$ cat src/sv/base64_decoder_assert.svh
// ----------------------------------------------------------------------------
// Assertion macros for the base64 decoder
// Implication checks on the rising clock edge, disabled in reset.
// ----------------------------------------------------------------------------
`ifndef BASE64_DECODER_ASSERT_SVH
`define BASE64_DECODER_ASSERT_SVH

`ifndef NO_ASSERTIONS
// same-cycle implication
`define B64D_ASSERT_IMP(lbl, clk, rst_n, ante, cons) \
    lbl: assert property (@(posedge clk) disable iff (!(rst_n)) (ante) |-> (cons)) \
        else $error("b64d assertion failed");
// next-cycle implication
`define B64D_ASSERT_NXT(lbl, clk, rst_n, ante, cons) \
    lbl: assert property (@(posedge clk) disable iff (!(rst_n)) (ante) |=> (cons)) \
        else $error("b64d assertion failed");
`else
`define B64D_ASSERT_IMP(lbl, clk, rst_n, ante, cons)
`define B64D_ASSERT_NXT(lbl, clk, rst_n, ante, cons)
`endif

`endif

$ cat src/sv/b64d_pkg.sv
// ----------------------------------------------------------------------------
// b64d_pkg
// Shared types and constants of the base64 decoder.
// ----------------------------------------------------------------------------
`timescale 1ns / 1ps
`default_nettype none

package b64d_pkg;

    localparam logic [1:0] LAST_POS = 2'd3;

    // one decoded group: up to three bytes, index of the final one, error flag
    typedef struct packed {
        logic [7:0] b0;
        logic [7:0] b1;
        logic [7:0] b2;
        logic [1:0] last_idx;
        logic       bad;
    } t_group;

endpackage

`default_nettype wire

$ cat src/sv/base64_decoder.sv
// ----------------------------------------------------------------------------
// base64_decoder
// Standard-alphabet base64 decoder, one character per beat in, one byte out.
// ----------------------------------------------------------------------------
//  channel | direction | handshake          | payload
//  --------+-----------+--------------------+----------------------------------
//  input   | in        | i_valid / o_ready  | i_character
//  output  | out       | o_valid / i_ready  | o_data_byte, o_last_of_group,
//          |           |                    | o_bad_padding
//
//  One character per cycle while o_ready; one byte beat per cycle while i_ready.
//  A group's first byte goes through the group queue and then the output stage.
//  The group queue (DEPTH records) lets the input run on while the output stalls;
//  o_ready drops only on a fourth character with the queue full.
//  Reset clears group position, pad count, queue and the output stage.
// ----------------------------------------------------------------------------
`timescale 1ns / 1ps
`default_nettype none

module base64_decoder #(
    parameter int DEPTH = 4
) (
    input  wire logic        i_clk,
    input  wire logic        i_rst_n,
    input  wire logic [7:0]  i_character,
    input  wire logic        i_valid,
    output logic             o_ready,
    output logic [7:0]       o_data_byte,
    output logic             o_last_of_group,
    output logic             o_bad_padding,
    output logic             o_valid,
    input  wire logic        i_ready
);
    import b64d_pkg::*;

    logic   push;
    logic   q_ready;
    t_group front_grp;
    logic   q_valid;
    t_group q_grp;
    logic   pop;

    b64d_front u_front (
        .i_clk       (i_clk),
        .i_rst_n     (i_rst_n),
        .i_character (i_character),
        .i_valid     (i_valid),
        .o_ready     (o_ready),
        .o_push      (push),
        .o_grp       (front_grp),
        .i_q_ready   (q_ready)
    );

    b64d_queue #(
        .DEPTH (DEPTH)
    ) u_queue (
        .i_clk   (i_clk),
        .i_rst_n (i_rst_n),
        .i_push  (push),
        .i_grp   (front_grp),
        .o_ready (q_ready),
        .o_valid (q_valid),
        .o_grp   (q_grp),
        .i_pop   (pop)
    );

    b64d_back u_back (
        .i_clk           (i_clk),
        .i_rst_n         (i_rst_n),
        .i_q_valid       (q_valid),
        .i_grp           (q_grp),
        .o_pop           (pop),
        .o_data_byte     (o_data_byte),
        .o_last_of_group (o_last_of_group),
        .o_bad_padding   (o_bad_padding),
        .o_valid         (o_valid),
        .i_ready         (i_ready)
    );

endmodule

`default_nettype wire

$ cat src/sv/b64d_front.sv
// ----------------------------------------------------------------------------
// b64d_front
// Maps characters to sextets, counts pads, assembles one group record
// on the fourth character of each group.
// ----------------------------------------------------------------------------
`timescale 1ns / 1ps
`default_nettype none
`include "base64_decoder_assert.svh"

module b64d_front (
    input  wire logic            i_clk,
    input  wire logic            i_rst_n,
    input  wire logic [7:0]      i_character,
    input  wire logic            i_valid,
    output logic                 o_ready,
    output logic                 o_push,
    output b64d_pkg::t_group     o_grp,
    input  wire logic            i_q_ready
);
    import b64d_pkg::*;

    localparam logic [7:0] CH_UP_A  = 8'h41;
    localparam logic [7:0] CH_UP_Z  = 8'h5A;
    localparam logic [7:0] CH_LO_A  = 8'h61;
    localparam logic [7:0] CH_LO_Z  = 8'h7A;
    localparam logic [7:0] CH_DIG_0 = 8'h30;
    localparam logic [7:0] CH_DIG_9 = 8'h39;
    localparam logic [7:0] CH_PLUS  = 8'h2B;
    localparam logic [7:0] CH_SLASH = 8'h2F;
    localparam logic [7:0] CH_PAD   = 8'h3D;
    localparam logic [7:0] OFS_LO   = 8'd26;
    localparam logic [7:0] OFS_DIG  = 8'd52;

    function automatic logic [5:0] sextet_of(input logic [7:0] ch);
        logic [7:0] v;
        v = 8'd0;
        if (ch inside {[CH_UP_A:CH_UP_Z]}) begin
            v = ch - CH_UP_A;
        end else if (ch inside {[CH_LO_A:CH_LO_Z]}) begin
            v = ch - CH_LO_A + OFS_LO;
        end else if (ch inside {[CH_DIG_0:CH_DIG_9]}) begin
            v = ch - CH_DIG_0 + OFS_DIG;
        end else if (ch == CH_PLUS) begin
            v = 8'd62;
        end else if (ch == CH_SLASH) begin
            v = 8'd63;
        end
        return v[5:0];
    endfunction

    logic [1:0] r_pos;
    logic [1:0] r_pad;
    logic [5:0] r_sx [3];

    logic       accept;
    logic       is_pad;
    logic [5:0] sx;
    logic [2:0] total;
    logic [5:0] sa, sb, sc;

    always_comb begin
        sx      = sextet_of(i_character);
        is_pad  = (i_character == CH_PAD);
        o_ready = (r_pos != LAST_POS) || i_q_ready;
        accept  = i_valid && o_ready;
        o_push  = i_valid && (r_pos == LAST_POS) && i_q_ready;

        total = {1'b0, r_pad} + {2'b00, is_pad};
        sa    = r_sx[0];
        sb    = r_sx[1];
        sc    = r_sx[2];

        if (total > 3'd2) begin
            o_grp.b0       = 8'd0;
            o_grp.b1       = 8'd0;
            o_grp.b2       = 8'd0;
            o_grp.last_idx = 2'd0;
            o_grp.bad      = 1'b1;
        end else begin
            o_grp.b0       = {sa, sb[5:4]};
            o_grp.b1       = {sb[3:0], sc[5:2]};
            o_grp.b2       = {sc[1:0], sx};
            o_grp.last_idx = 2'(3'd2 - total);
            o_grp.bad      = 1'b0;
        end
    end

    always_ff @(posedge i_clk) begin
        if (!i_rst_n) begin
            r_pos <= 2'd0;
            r_pad <= 2'd0;
        end else if (accept) begin
            if (r_pos == LAST_POS) begin
                r_pos <= 2'd0;
                r_pad <= 2'd0;
            end else begin
                r_pos <= r_pos + 2'd1;
                r_pad <= r_pad + {1'b0, is_pad};
            end
        end
    end

    always_ff @(posedge i_clk) begin
        if (accept && (r_pos != LAST_POS)) begin
            r_sx[r_pos] <= sx;
        end
    end

    `B64D_ASSERT_IMP(a_pad_le_pos, i_clk, i_rst_n, 1'b1, r_pad <= r_pos)

endmodule

`default_nettype wire

$ cat src/sv/b64d_queue.sv
// ----------------------------------------------------------------------------
// b64d_queue
// Small FIFO of group records between the front and the back.
// ----------------------------------------------------------------------------
`timescale 1ns / 1ps
`default_nettype none
`include "base64_decoder_assert.svh"

module b64d_queue #(
    parameter int DEPTH = 4
) (
    input  wire logic              i_clk,
    input  wire logic              i_rst_n,
    input  wire logic              i_push,
    input  wire b64d_pkg::t_group  i_grp,
    output logic                   o_ready,
    output logic                   o_valid,
    output b64d_pkg::t_group       o_grp,
    input  wire logic              i_pop
);
    import b64d_pkg::*;

    localparam int IDX_W = (DEPTH > 1) ? $clog2(DEPTH) : 1;
    localparam int CNT_W = $clog2(DEPTH + 1);

    t_group             r_mem [DEPTH];
    logic [IDX_W-1:0]   r_wr;
    logic [IDX_W-1:0]   r_rd;
    logic [CNT_W-1:0]   r_count;
    logic               do_push;
    logic               do_pop;

    always_comb begin
        o_ready = (r_count != CNT_W'(DEPTH));
        o_valid = (r_count != '0);
        o_grp   = r_mem[r_rd];
        do_push = i_push && o_ready;
        do_pop  = i_pop && o_valid;
    end

    always_ff @(posedge i_clk) begin
        if (!i_rst_n) begin
            r_wr    <= '0;
            r_rd    <= '0;
            r_count <= '0;
        end else begin
            if (do_push) begin
                r_wr <= (r_wr == IDX_W'(DEPTH - 1)) ? '0 : r_wr + 1'b1;
            end
            if (do_pop) begin
                r_rd <= (r_rd == IDX_W'(DEPTH - 1)) ? '0 : r_rd + 1'b1;
            end
            if (do_push && !do_pop) begin
                r_count <= r_count + 1'b1;
            end else if (do_pop && !do_push) begin
                r_count <= r_count - 1'b1;
            end
        end
    end

    always_ff @(posedge i_clk) begin
        if (do_push) begin
            r_mem[r_wr] <= i_grp;
        end
    end

    `B64D_ASSERT_IMP(a_count_bound, i_clk, i_rst_n, 1'b1, r_count <= CNT_W'(DEPTH))

endmodule

`default_nettype wire

$ cat src/sv/b64d_back.sv
// ----------------------------------------------------------------------------
// b64d_back
// Holds one group record and hands out its bytes, one beat per cycle while i_ready is high.
// ----------------------------------------------------------------------------
`timescale 1ns / 1ps
`default_nettype none
`include "base64_decoder_assert.svh"

module b64d_back (
    input  wire logic              i_clk,
    input  wire logic              i_rst_n,
    input  wire logic              i_q_valid,
    input  wire b64d_pkg::t_group  i_grp,
    output logic                   o_pop,
    output logic [7:0]             o_data_byte,
    output logic                   o_last_of_group,
    output logic                   o_bad_padding,
    output logic                   o_valid,
    input  wire logic              i_ready
);
    import b64d_pkg::*;

    t_group     r_grp;
    logic       r_valid;
    logic [1:0] r_idx;
    logic       beat;
    logic       free;

    always_comb begin
        o_valid         = r_valid;
        o_last_of_group = (r_idx == r_grp.last_idx);
        o_bad_padding   = r_grp.bad;
        case (r_idx)
            2'd0:    o_data_byte = r_grp.b0;
            2'd1:    o_data_byte = r_grp.b1;
            default: o_data_byte = r_grp.b2;
        endcase
        beat  = r_valid && i_ready;
        free  = !r_valid || (beat && o_last_of_group);
        o_pop = free && i_q_valid;
    end

    always_ff @(posedge i_clk) begin
        if (!i_rst_n) begin
            r_valid <= 1'b0;
            r_idx   <= 2'd0;
        end else if (free) begin
            r_valid <= i_q_valid;
            r_idx   <= 2'd0;
        end else if (beat) begin
            r_idx   <= r_idx + 2'd1;
        end
    end

    always_ff @(posedge i_clk) begin
        if (o_pop) begin
            r_grp <= i_grp;
        end
    end

    `B64D_ASSERT_IMP(a_bad_single, i_clk, i_rst_n, o_valid && o_bad_padding, o_last_of_group && (o_data_byte == 8'd0))
    `B64D_ASSERT_NXT(a_group_cont, i_clk, i_rst_n, o_valid && i_ready && !o_last_of_group, o_valid && (r_idx != 2'd0))

endmodule

`default_nettype wire
$ cat config.mk
export PLATFORM = sky130hd
export DESIGN_NAME = base64_decoder
export DESIGN_NICKNAME = d
export VERILOG_FILES = /design/src/sv/b64d_pkg.sv /design/src/sv/base64_decoder.sv /design/src/sv/b64d_front.sv /design/src/sv/b64d_queue.sv /design/src/sv/b64d_back.sv
export VERILOG_INCLUDE_DIRS = /design/src /design/src/sv
export SDC_FILE = /design/constraint.sdc
export NUM_CORES = 1
export LEC_CHECK = 0
export BUFFER_PORTS_ARGS = -buffer_cell sky130_fd_sc_hd__buf_4
export CAP_MARGIN = 20
export CORE_ASPECT_RATIO = 0.7
export CORE_UTILIZATION = 48
export DETAILED_ROUTE_END_ITERATION = 10
export SKIP_LAST_GASP = 1
export SYNTH_ARGS = -nofsm -noshare
export SYNTH_HDL_FRONTEND = slang
export SYNTH_SLANG_ARGS = --single-unit
$ cat constraint.sdc
create_clock -name i_clk -period 4.4 [get_ports i_clk]
set_input_delay 0.22 -clock i_clk [delete_from_list [all_inputs] [get_ports i_clk]]
set_output_delay 0.22 -clock i_clk [all_outputs]
set_load 0.005 [all_outputs]
Word level (Yosys, flattened, before mapping) --
Memory sizes are Yosys's and may differ from the RTL's. A register that Yosys moved wholly into a read port is not among the register bits. Index checks and enable logic that the tools add are counted.
Cells by class: bitwise gates (word level) 1, add/sub/neg operators 14, multiplexer cells 17, order comparisons 7, reductions and logical operators 23, equal/unequal tests 10
Operators by type and width (number):
- 6-bit two-way mux | 5
- 27-bit two-way mux | 1
- 8-bit by 6-bit equality test with 1-bit output, second input constant | 3
- 8-bit by 7-bit greater-or-equal comparator with 1-bit output, second input constant | 2
- 8-bit by 7-bit less-or-equal comparator with 1-bit output, second input constant | 2
- 8-bit case mux with 2 select lines | 1
- 1-bit logical AND | 14
- 6-bit subtractor, second input constant | 2
- 2-bit by 1-bit adder with 2-bit output, second input constant | 4
- 8-bit by 6-bit greater-or-equal comparator with 1-bit output, second input constant | 1
- 8-bit by 6-bit less-or-equal comparator with 1-bit output, second input constant | 1
- 2-bit two-way mux | 4
- 6-bit by 5-bit adder with 6-bit output, second input constant | 1
- 6-bit adder, second input constant | 1
- 2-bit equality test, second input constant | 3
- 3-bit two-way mux | 2
- 6-bit by 1-bit subtractor with 6-bit output, second input constant | 1
- 1-bit two-way mux | 4
- 2-bit by 1-bit adder with 3-bit output | 1
- 3-bit by 1-bit adder with 3-bit output, second input constant | 1
- 3-bit by 2-bit greater-than comparator with 1-bit output, second input constant | 1
- 1-bit logical NOT | 3
- 3-bit inequality test, second input constant | 1
- 3-bit nonzero test | 1
- other kinds (11) | 12
Word-level totals: bits in writable memories 126, memories kept 2, flip-flop bits (word level) 14, logic and storage cells 81, input port bits 12, output and inout port bits 12
Memories:
- u_queue.r_mem | depth 4, width 27, read ports 1, clocked after Yosys merged registers in 1, write ports 1, RTL line b64d_queue.sv:26 | t_group r_mem [DEPTH];
- u_front.r_sx | depth 3, width 6, read ports 3, clocked after Yosys merged registers in 0, write ports 1, RTL line b64d_front.sv:53 | logic [5:0] r_sx [3];

Logic depth before layout (Yosys ltp) --
Gate-level depths: netlist (run 1).
depth after elaboration 8, mapped depth 9, gate-level depth less buffers 9

Cells and area by module --
A second synthesis (run 1) with hierarchy kept.
Second synthesis, totals: cell total of the unflattened synthesis 425, area, all modules 7155.6 µm²
By module, submodules not included:
- b64d_queue | cells each 192, area an instance 4383.0 µm², sequential area each 3423.3 µm², times used 1
- b64d_front | cells each 158, area an instance 1641.6 µm², sequential area each 620.6 µm², times used 1
- b64d_back | cells each 75, area an instance 1131.1 µm², sequential area each 870.8 µm², times used 1

Least setup slack after synthesis (run 1) --
No wires, ideal clock.
kind input to register, start point input i_character[6], end point memory u_queue.r_mem[0][3] (netlist bit), data pin, required time 4175 ps, setup time 225 ps, arrival 2257 ps, buffers on the path 1, slack 1918 ps, stages on the path 7, path through or3b_4 nor2_2 and3_1 ha_1 fa_1 buf_6 a311oi_1
RTL lines:
- start, declared | RTL line base64_decoder.sv:25 | input wire logic [7:0] i_character,
- end, declared | RTL line b64d_queue.sv:26

Final worst setup path (run 1) --
start point register u_front.r_pos[1], end point register u_queue.r_count[2]
Between the ends: cells in the longest elaborated chain, start to end 7, elaborated cells between the ends (all ways) 9, those cells by class eq/ne: 1; mux: 1; reduce/logical: 7
Ends and longest elaborated chain:
- start, declared | RTL line b64d_front.sv:51 | logic [1:0] r_pos;
- start signal, assigned | RTL line b64d_front.sv:97 | r_pos <= r_pos + 2'd1;
- 2-bit equality test (*) | RTL line b64d_front.sv:66 | o_push = i_valid && (r_pos == LAST_POS) && i_q_ready;
- 1-bit logical AND (*) (2 in series) | RTL line b64d_front.sv:66
- 1-bit logical AND (*) | RTL line b64d_queue.sv:37 | do_push = i_push && o_ready;
- named net u_queue.do_push | RTL line b64d_queue.sv:30 | logic do_push;
- 1-bit logical NOT | RTL line b64d_queue.sv:55 | end else if (do_pop && !do_push) begin
- 1-bit logical AND | RTL line b64d_queue.sv:55
- 2-bit nonzero test (no source line)
- end signal, assigned | RTL line b64d_queue.sv:54 | r_count <= r_count + 1'b1;
- end signal, assigned | RTL line b64d_queue.sv:56 | r_count <= r_count - 1'b1;
- end, declared | RTL line b64d_queue.sv:29 | logic [CNT_W-1:0] r_count;
The timed path passes the listed nets; every way through them passes the cells marked *. A chain may end at the register's enable or synchronous reset.

==> results of run 1 <==
synthesized netlist by cell type (all sizes together) (5+ instances only):
library cell and count:
edfxtp 153, mux4 27, nand2 26, ha 23, inv 21, nor2b 21, dfxtp 14, nor2 14
a21oi 13, nand3 10, a22oi 8, buf 8, a311oi 7, and2 7, clkbuf 6, xnor2 6
a31oi 5, nor3 5
per-layer routing:
metal  global-route usage  routed length (um)  up-vias
met5                    0                   0        -
met4              0.05302                 116        0
met2               0.2905                6097       78
met1               0.2581                6136     1887
met3              0.04405                 624       11
li1                     -                   -     1722
where the power goes:
| part | switching (mW) | internal, mW | total [mW] |
|---|---|---|---|
| Clock | 0.603 | 0.781 | 1.38 |
| Sequential | 0.100 | 1.97 | 2.07 |
| Combinational | 0.362 | 0.329 | 0.691 |
final cells by class:
type	count	area [um^2]	share of cell area
Tap cell	190	237.7	0.02977
Clock inverter	13	122.6	0.01536
Clock buffer	18	429.2	0.05374
Inverter	21	78.83	0.009872
Multi-Input combinational cell	226	2044	0.2560
Timing Repair Buffer	26	195.2	0.02444
Sequential cell	167	4877	0.6108
critical path: stages (launching register included):
cell and delay (ps):
dfxtp_1 380, ha_1 280, nand2_1 80, a21oi_1 460
ha_1 310, inv_1 70, fa_1 370, xor2_1 170
or3_1 310, a21oi_1 150
stage by stage:
step,hold slack (ps),cell area [um^2],instances,power (mW),worst slack (ps)
floorplan,366.6,7064,428,2.530,1918
global placement,449.3,7433,630,2.797,1625
detailed placement,466.4,7433,630,2.810,1492
CTS,61.44,7985,661,4.183,1740
global route,81.05,7985,661,4.320,1538
finish,74.79,7985,661,4.141,1744
final timing paths:
check                         from                 end  depth (start not counted)
setup reg to reg  u_front.r_pos[1]  u_queue.r_count[2]                          9
setup / recovery  u_front.r_pos[1]  u_queue.r_count[2]                          9
hold / removal             i_rst_n     u_back.r_idx[1]                          3
hold reg to reg   u_front.r_pad[0]    u_front.r_pad[0]                          2
state kept, by name (all words and copies together), names as in the netlist:
name	count
u_back.o_bad_padding	1
u_back.o_valid	1
u_back.r_grp	26
u_back.r_idx	2
u_front.r_pad	2
u_front.r_pos	2
u_front.r_sx	18
u_queue.r_count	3
u_queue.r_mem	108
u_queue.r_rd	2
u_queue.r_wr	2
logic make-up (layout without fill, tap and decap cells):
group,count (synthesis),count (layout)
DFF,167,167
and+or+nand+nor,109,109
AOI/OAI and AO/OA,52,52
buffers and inverters,35,78
muxes,30,30
adders and majority gates,25,25
xor gates and xnor gates,10,10
==> flow_metrics.py, run 1 <==
metrics = {
    "run_status": {
        "status": "finished clean",
    },
    "clocking": {
        "cts_sinks": 167,
        "postCtsSetupBuffers": 0,
        "cts_hold_buffers": 0,
        "cts_tree": "done",
        "cts_made_buffers": 17,
        "cts-resized-gates": 0,
        "clockBufferDepth": 2,
        "cts_root_buffer": "clkbuf_16",
        "path_clk_slew_ps": 70,
        "cts_max_level": 4,
        "insertion_delay_ps": 420,
    },
    "global_route": {
        "grt_max_degree": 31,
        "grt_overflow_total": 0,
        "grt_pass1_vias": 3753,
        "antenna_found_initial": 0,
        "grt_pass1_wl_um": 20640,
        "grtUsageTotal": 0.1847,
    },
    "critical_path": {
        "worst-r2r-setup-slack_ps": 1740,
        "start_kind": "register",
        "crit_arrival_ps": 3000,
        "path_max_fanout": 7,
        "crit_type": "register to register",
        "required_ps": 4750,
        "worst_setup_path_end_kind": "register",
    },
    "synthesis": {
        "synth_compound_area_frac": 0.05491,
        "syn_area_per_cell_um2": 16.51,
        "syn-num-nets": 465,
        "synth_mux_area_frac": 0.09033,
        "synth_area_leaders": "edfxtp_1 65%, mux4_2 8.6%, ha_1 4.1%",
        "synth_top_area_frac": 0.6504,
        "synth_area_mm2": 0.007064,
        "ys_warn_count": 0,
        "synth_top_family_by_area": "multiplexers",
        "synthFlopType": "edfxtp_1",
        "postSynthCellCount": 428,
        "synth_xor_area_frac": 0.01240,
        "synthSimpleGateAreaFrac": 0.08466,
        "synth.largest_area_cell": "edfxtp_1",
        "synthArstFlopShare": 0,
        "seq_area_frac_synth": 0.6900,
        "yosys.area_share.adder": 0.04640,
        "synth_edf_count": 153,
        "synth_cell_types": 51,
        "ys_seq_elements": 167,
    },
    "final_layout": {
        "fillers": 1130,
        "drive_above_1_share": 0.2166,
        "postLayoutCoreUtil": 0.5646,
        "area_delta_synth_final_pct": 13.04,
        "final_cell_mix": "153 x edfxtp_1, 27 x mux4_2, 26 x nand2_1, 26 x buf_4, 23 x ha_1",
        "final_nets": 496,
        "final_common_cell": "edfxtp_1",
        "antenna_cells": 0,
    },
    "route": {
        "drtIter0Drc": 229,
        "routedWlPerCell_um": 19.63,
        "viasPerCell": 5.595,
        "route.detailed.drc": 0,
        "dr.pass1.iters": 4,
        "drt-total-wl_um": 12970,
        "drtAntennaViolNets": 0,
        "vias": 3698,
    },
    "sta": {
        "tns_ps": 0,
        "max_freq_mhz": 376.5,
        "relSlewSlack": 0.4398,
        "fin_skew_ps": 8.274,
        "final.period_utilization": 0.6037,
        "setup_viol": 0,
        "finalMaxSlewViolations": 0,
        "worst_slew_pin_slew_ps": 840.3,
        "fin_crit_ps": 2656,
        "hold_viol_final": 0,
        "rsz0062_at_grt": "false",
    },
    "die": {
        "rows": 36,
        "ios": 24,
        "dieArea_mm2": 0.01521,
        "start_util": 0.4995,
        "die-width_um": 147,
        "coreArea_mm2": 0.01414,
        "die_y_um": 103.5,
    },
    "placed_design": {
        "place_congestion": 0.8895,
        "portBuffers": 23,
        "detailed_place_hpwl_um": 8306,
    },
    "power_and_ir_drop": {
        "p_leak_nw": 2.704,
        "power_density_mw_per_mm2": 518.6,
        "vdd_drop_max_uv": 300.4,
    },
    "flow_run": {
        "max-cap-violations": 0,
    },
    "min_path": {
        "worstHoldPathType": "input pin to register",
    },
}
No activity file was read; power rests on OpenSTA's default activity.
==> run 2, diff against run 1 <==
==> constraint.sdc (replaced) <==
create_clock -name i_clk -period 2.8 [get_ports i_clk]
set_input_delay 0.14 -clock i_clk [delete_from_list [all_inputs] [get_ports i_clk]]
set_output_delay 0.14 -clock i_clk [all_outputs]
set_load 0.005 [all_outputs]
==> flow_metrics.py, run 2 (synthesis results as in run 1) <==
metrics = {
    "global_route": {
        "grt_max_degree": 31,
        "grt_overflow_total": 0,
        "grt_pass1_vias": 3770,
        "grt_pass1_wl_um": 20880,
        "antenna_found_initial": 0,
        "grtUsageTotal": 0.1877,
    },
    "placed_design": {
        "detailed_place_hpwl_um": 8556,
        "portBuffers": 23,
        "pre_cts_ws_ps": 236.1,
        "place_congestion": 0.8655,
    },
    "die": {
        "ios": 24,
        "die-width_um": 147,
        "start_util": 0.4995,
        "coreArea_mm2": 0.01414,
        "dieArea_mm2": 0.01521,
        "rows": 36,
        "die_y_um": 103.5,
    },
    "clocking": {
        "path_clk_slew_ps": 70,
        "insertion_delay_ps": 420,
        "cts_tree": "done",
        "cts_max_level": 4,
        "cts_root_buffer": "clkbuf_16",
        "postCtsSetupBuffers": 0,
        "clockBufferDepth": 2,
        "cts-resized-gates": 0,
        "cts_sinks": 167,
        "cts_made_buffers": 17,
    },
    "critical_path": {
        "required_ps": 3150,
        "slowest_delay_ps": 400,
        "start_kind": "register",
        "worst_setup_path_end_kind": "register",
        "path_max_fanout": 6,
        "timing.rr.start": "u_back.r_grp[1]",
        "critPathLaunch": "u_back.r_grp[1]",
        "cp_slowest_cell": "edfxtp_1",
        "crit_buf_inv": 1,
        "crit_type": "register to register",
        "crit_family": "adder cells",
        "crit_arrival_ps": 2750,
        "cp_cell_sequence": "xnor2_1, a31oi_1, or2_2, ha_1, inv_1, fa_1, xor2_1, or3_1, a21oi_1",
    },
    "min_path": {
        "worstHoldPathType": "input pin to register",
        "min_from": "i_ready",
    },
    "route": {
        "drt-total-wl_um": 13400,
        "viasPerCell": 5.611,
        "dr.pass1.iters": 4,
        "drtAntennaViolNets": 0,
        "met3_length_um": 584,
        "vias": 3782,
        "routedWlPerCell_um": 19.89,
        "met1_length_um": 6357,
        "routed-wl-met2_um": 6329,
        "routed.top_layer": "met4",
        "drtIter0Drc": 251,
        "route.detailed.drc": 0,
    },
    "sta": {
        "final.period_utilization": 0.8578,
        "finalMaxSlewViolations": 0,
        "tns_ps": 0,
        "max_freq_mhz": 416.4,
        "relSlewSlack": 0.5658,
        "fin_crit_ps": 2402,
        "worst_slew_pin_slew_ps": 648.9,
        "fin_skew_ps": 10.13,
        "hold_viol_final": 0,
        "timing.final.ws_setup_ps": 398.3,
        "rsz0062_at_grt": "false",
        "whs_ps": 33.75,
        "setup_viol": 0,
    },
    "power_and_ir_drop": {
        "p_leak_nw": 2.775,
        "p_total_mw": 6.600,
        "power_density_mw_per_mm2": 815.8,
        "vdd_drop_max_uv": 598.5,
    },
    "final_layout": {
        "antenna_cells": 0,
        "largest_register": "u_queue.r_mem",
        "largest_reg_flops": 108,
        "final_common_cell": "edfxtp_1",
        "area_delta_synth_final_pct": 14.52,
        "drive_above_1_share": 0.2273,
        "largestRegisters": "u_queue.r_mem (108), u_back.r_grp (26), u_front.r_sx (18)",
        "postLayoutCoreUtil": 0.5720,
        "final_nets": 508,
        "final_cell_mix": "153 x edfxtp_1, 37 x buf_4, 27 x mux4_2, 26 x nand2_1, 23 x ha_1",
    },
    "run_status": {
        "status": "finished clean",
    },
    "flow_run": {
        "max-cap-violations": 0,
    },
}
## run 2: cell count changes in the layout (fill, tap and decap cells not counted), sizes merged
cell,before,now
clkinvlp,3,2
buf,26,37
dlygate4sd3,0,1
clkinv,5,7
clkbuf,18,17
inv,25,26
## run 2: final cells by class
type	instances	area (um^2)
clock buffer	17	425.4
clock inverter	15	145.1
fill	1128	6053
inverter	21	78.83
multi-input combinational	226	2039
sequential	167	4876
tap	190	237.7
timing repair buffer	38	287.8
## run 2: metal layers
metal,up-vias,track usage
li1,1751,-
met5,-,0
met1,1919,0.2710
met3,17,0.03744
met2,95,0.2888
met4,0,0.05891
## run 2: power breakdown
group / total [mW] / internal (mW) / leakage [nW] / switching [mW]
Combinational: 1.16 / 0.526 / 0.973 / 0.637
Sequential: 3.19 / 3.09 / 1.53 / 0.103
Clock: 2.25 / 1.24 / 0.273 / 1.00
Total: 6.60 / 4.86 / 2.77 / 1.74
## run 2: worst paths after layout
check,cells past startpoint,endpoint,slack [ps]
setup / recovery,9,u_queue.r_count[2],400
hold / removal,3,u_back.r_idx[0],30
setup reg to reg,9,u_queue.r_count[2],400
hold reg to reg,2,u_front.r_pad[0],460
## run 2: timing repair
item                                    in CTS  in global routing
hold buffers                                 1                  0
endpoints found under the setup margin       0                  0
endpoints found under the hold margin        2                  0
## run 2: stage by stage
| step | cell area [um^2] | instances |
|---|---|---|
| 3_5_place_dp | 7510 | 641 |
| 2_1_floorplan | 7064 | 428 |
| 4_1_cts | 8090 | 674 |
| 6_report | 8090 | 674 |
| 5_1_grt | 8090 | 674 |
| 3_3_place_gp | 7510 | 641 |
## run 2: worst reg2reg max path: cells and delay by family (launching register included)
| kind | cells | cell delay, ps |
|---|---|---|
| adder cells (fa/ha/maj) | 2 | 540 |
| AO/OA/AOI/OAI | 2 | 500 |
| AND/OR/NAND/NOR | 2 | 500 |
| flip-flops | 1 | 400 |
| XOR/XNOR | 2 | 330 |
| buffers and inverters | 1 | 60 |
==> run 3, diff against run 2 <==
--- a/config.mk
+++ b/config.mk
@@ -14,4 +14,5 @@
 export SKIP_LAST_GASP = 1
 export SYNTH_ARGS = -nofsm -noshare
 export SYNTH_HDL_FRONTEND = slang
+export SYNTH_HIERARCHICAL = 1
 export SYNTH_SLANG_ARGS = --single-unit
==> flow_metrics.py, run 3 <==
metrics = {
    "run_status": {
        "status": "finished clean",
    },
    "die": {
        "ios": 24,
        "coreArea_mm2": 0.01423,
        "rows": 36,
        "start_util": 0.5027,
        "die-width_um": 147.9,
        "dieArea_mm2": 0.01541,
        "die_y_um": 104.2,
    },
    "route": {
        "drt-total-wl_um": 13640,
        "drtIter0Drc": 239,
        "route.detailed.drc": 0,
        "routedWlPerCell_um": 20.48,
        "viasPerCell": 5.604,
        "vias": 3732,
        "drtAntennaViolNets": 0,
        "dr.pass1.iters": 5,
    },
    "synthesis": {
        "synth_xor_area_frac": 0.01224,
        "ys_warn_count": 6,
        "synth_mux_area_frac": 0.08778,
        "synth_top_family_by_area": "multiplexers",
        "synthArstFlopShare": 0,
        "synthFlopType": "edfxtp_1",
        "seq_area_frac_synth": 0.6868,
        "synth.largest_area_cell": "edfxtp_1",
        "ys_top_cells_by_count": "153 x edfxtp_1, 30 x nand2_1, 27 x mux4_2, 27 x nor2b_1, 23 x ha_1",
        "synth_top_area_frac": 0.6421,
        "synthSimpleGateAreaFrac": 0.08323,
        "synth_area_leaders": "edfxtp_1 64%, mux4_2 8.5%, dfxtp_1 4.5%",
        "yosysMostFrequentCell": "edfxtp_1",
        "postSynthCellCount": 425,
        "syn_area_per_cell_um2": 16.84,
        "syn-num-nets": 462,
        "synth_cell_types": 54,
        "synth_compound_area_frac": 0.06015,
        "synth_area_mm2": 0.007156,
        "synth_edf_count": 153,
        "yosys.area_share.adder": 0.04581,
        "ys_seq_elements": 169,
    },
    "final_layout": {
        "fillers": 1123,
        "final_cell_mix": "153 x edfxtp_1, 30 x buf_4, 29 x nand2_1, 27 x nor2b_1, 27 x mux4_2",
        "antenna_cells": 0,
        "final_nets": 500,
        "largestRegisters": "u_queue/r_mem (108), u_back/r_grp (26), u_front/r_sx (18)",
        "final_area_mm2": 0.008270,
        "multi_input_area_mm2": 0.002107,
        "area_delta_synth_final_pct": 15.58,
        "drive_above_1_share": 0.2542,
        "largest_reg_flops": 108,
        "final_common_cell": "edfxtp_1",
        "largest_register": "u_queue/r_mem",
        "postLayoutCoreUtil": 0.5810,
        "ff_latch_area_mm2": 0.004918,
    },
    "global_route": {
        "grt_pass1_vias": 3839,
        "grt_max_degree": 31,
        "antenna_found_initial": 0,
        "grt_pass1_wl_um": 21490,
        "grt_overflow_total": 0,
        "grtUsageTotal": 0.1913,
    },
    "critical_path": {
        "crit_type": "register to register",
        "worst_setup_path_end_kind": "register",
        "worst-r2r-setup-slack_ps": 130,
        "path_max_fanout": 5,
        "crit_top_cell": "or3_2",
        "required_ps": 3150,
        "slowest_delay_ps": 520,
        "crit_arrival_ps": 3030,
        "cp_slowest_cell": "or3_2",
        "cp_cell_sequence": "or3_2, nand2_2, o32ai_4, o31ai_4, ha_2, inv_1, fa_1, xor2_1, or3_2, a21boi_1",
        "timing.rr.start": "u_queue/r_count[1]",
        "rr_worst_depth": 10,
        "start_kind": "register",
        "reg2reg_to": "u_queue/r_count[2]",
    },
    "sta": {
        "hold_viol_final": 0,
        "tns_ps": 0,
        "worst_slew_pin_slew_ps": 628.1,
        "fin_crit_ps": 2675,
        "setup_viol": 0,
        "whs_ps": 52.54,
        "fin_skew_ps": 10.07,
        "max_freq_mhz": 373.9,
        "finalMaxSlewViolations": 0,
        "final.period_utilization": 0.9552,
        "relSlewSlack": 0.5813,
    },
    "flow_run": {
        "max-cap-violations": 0,
    },
    "min_path": {
        "holdPathEnd": "u_front/r_pos[1]",
        "whs_path_depth": 3,
        "min_from": "i_valid",
        "worstHoldPathType": "input pin to register",
    },
    "power_and_ir_drop": {
        "vdd_drop_max_uv": 464.8,
        "power_density_mw_per_mm2": 667.8,
        "p_total_mw": 5.523,
        "p_leak_nw": 2.779,
    },
    "placed_design": {
        "place_congestion": 0.7964,
        "place_area_mm2": 0.007626,
        "detailed_place_hpwl_um": 8411,
        "portBuffers": 23,
    },
    "clocking": {
        "cts_root_buffer": "clkbuf_16",
        "clockBufferDepth": 2,
        "cts_made_buffers": 17,
        "insertion_delay_ps": 420,
        "cts_max_level": 4,
        "cts_tree": "done",
        "cts_sinks": 169,
        "path_clk_slew_ps": 70,
    },
}
==> run 3: cell types whose count changed in the layout (fill, tap and decap cells not counted), sizes merged, moves of 4 or more <==
cell,previous run,this run
a311oi,7,0
a211oi,2,6
nand2,26,30
nor2b,21,27
nor2,14,10
a21oi,13,8
inv,26,21
o21ai,4,10
==> run 3: cells by family (layout without fill, tap and decap cells) <==
logic type                 Yosys count  in the layout
DFF                                169            169
and+or+nand+nor                    105            105
AOI/OAI and AO/OA                   53             53
buffers and inverters               34             85
muxes                               29             29
adders and majority gates           25             25
xor gates and xnor gates            10             10
==> run 3: critical path, delay by kind of cell, from the launching register on <==
family / cells / cell delay (ps)
xor+xnor: 1 / 170
buf+inv: 1 / 60
compound gates: 3 / 350
fa+ha+maj: 2 / 640
simple gates: 3 / 1030
flops: 1 / 350
==> run 3: worst max path at each step <==
| stage | startpoint | to | slack [ps] | depth (start not counted) |
|---|---|---|---|---|
| after global routing | u_queue/r_count[1] | u_queue/r_count[2] | -9 | 10 |
| after global placement | u_queue/r_count[1] | u_queue/r_count[2] | 230 | 10 |
| after detailed placement | u_queue/r_count[1] | u_queue/r_count[2] | 120 | 10 |
| after floorplan | u_queue/r_count[2] | u_queue/r_count[2] | 10 | 10 |
| final | u_queue/r_count[1] | u_queue/r_count[2] | 130 | 10 |
| after CTS | u_queue/r_count[1] | u_queue/r_count[2] | 90 | 10 |
==> run 3: layout make-up <==
class | instances | share of cell area
clock inverter | 14 | 0.02360
tap | 190 | 0.02874
multi-input combinational | 222 | 0.2548
timing repair buffer | 35 | 0.03812
sequential | 169 | 0.5947
clock buffer | 18 | 0.05189
inverter | 18 | 0.008169
==> run 3: metrics by stage <==
step,setup WS (ps),cells
floorplan,11.97,425
global placement,225.6,632
detailed placement,116.2,632
CTS,89.54,665
global route,-9.312,666
finish,125.4,666
==> run 3: repair_timing <==
action / in CTS / in global routing
gates resized for setup: 0 / 2
endpoints found under the hold margin: 2 / 0
endpoints found under the setup margin: 0 / 1
hold buffers: 1 / 0
buffers inserted: 0 / 1
==> run 3: metal layers <==
| metal | global-route usage | share of wire |
|---|---|---|
| met1 | 0.2699 | 0.47 |
| met2 | 0.2978 | 0.48 |
| met3 | 0.04474 | 0.040 |
| met4 | 0.05449 | 0.0086 |
| met5 | 0 | 0 |
==> run 3: where the power goes <==
part	internal [mW]	total, mW	leakage [nW]	switching, mW
clock network	1.50	2.46	0.297	0.960
registers	2.80	2.81	1.51	0.0176
logic	0.0958	0.250	0.972	0.155
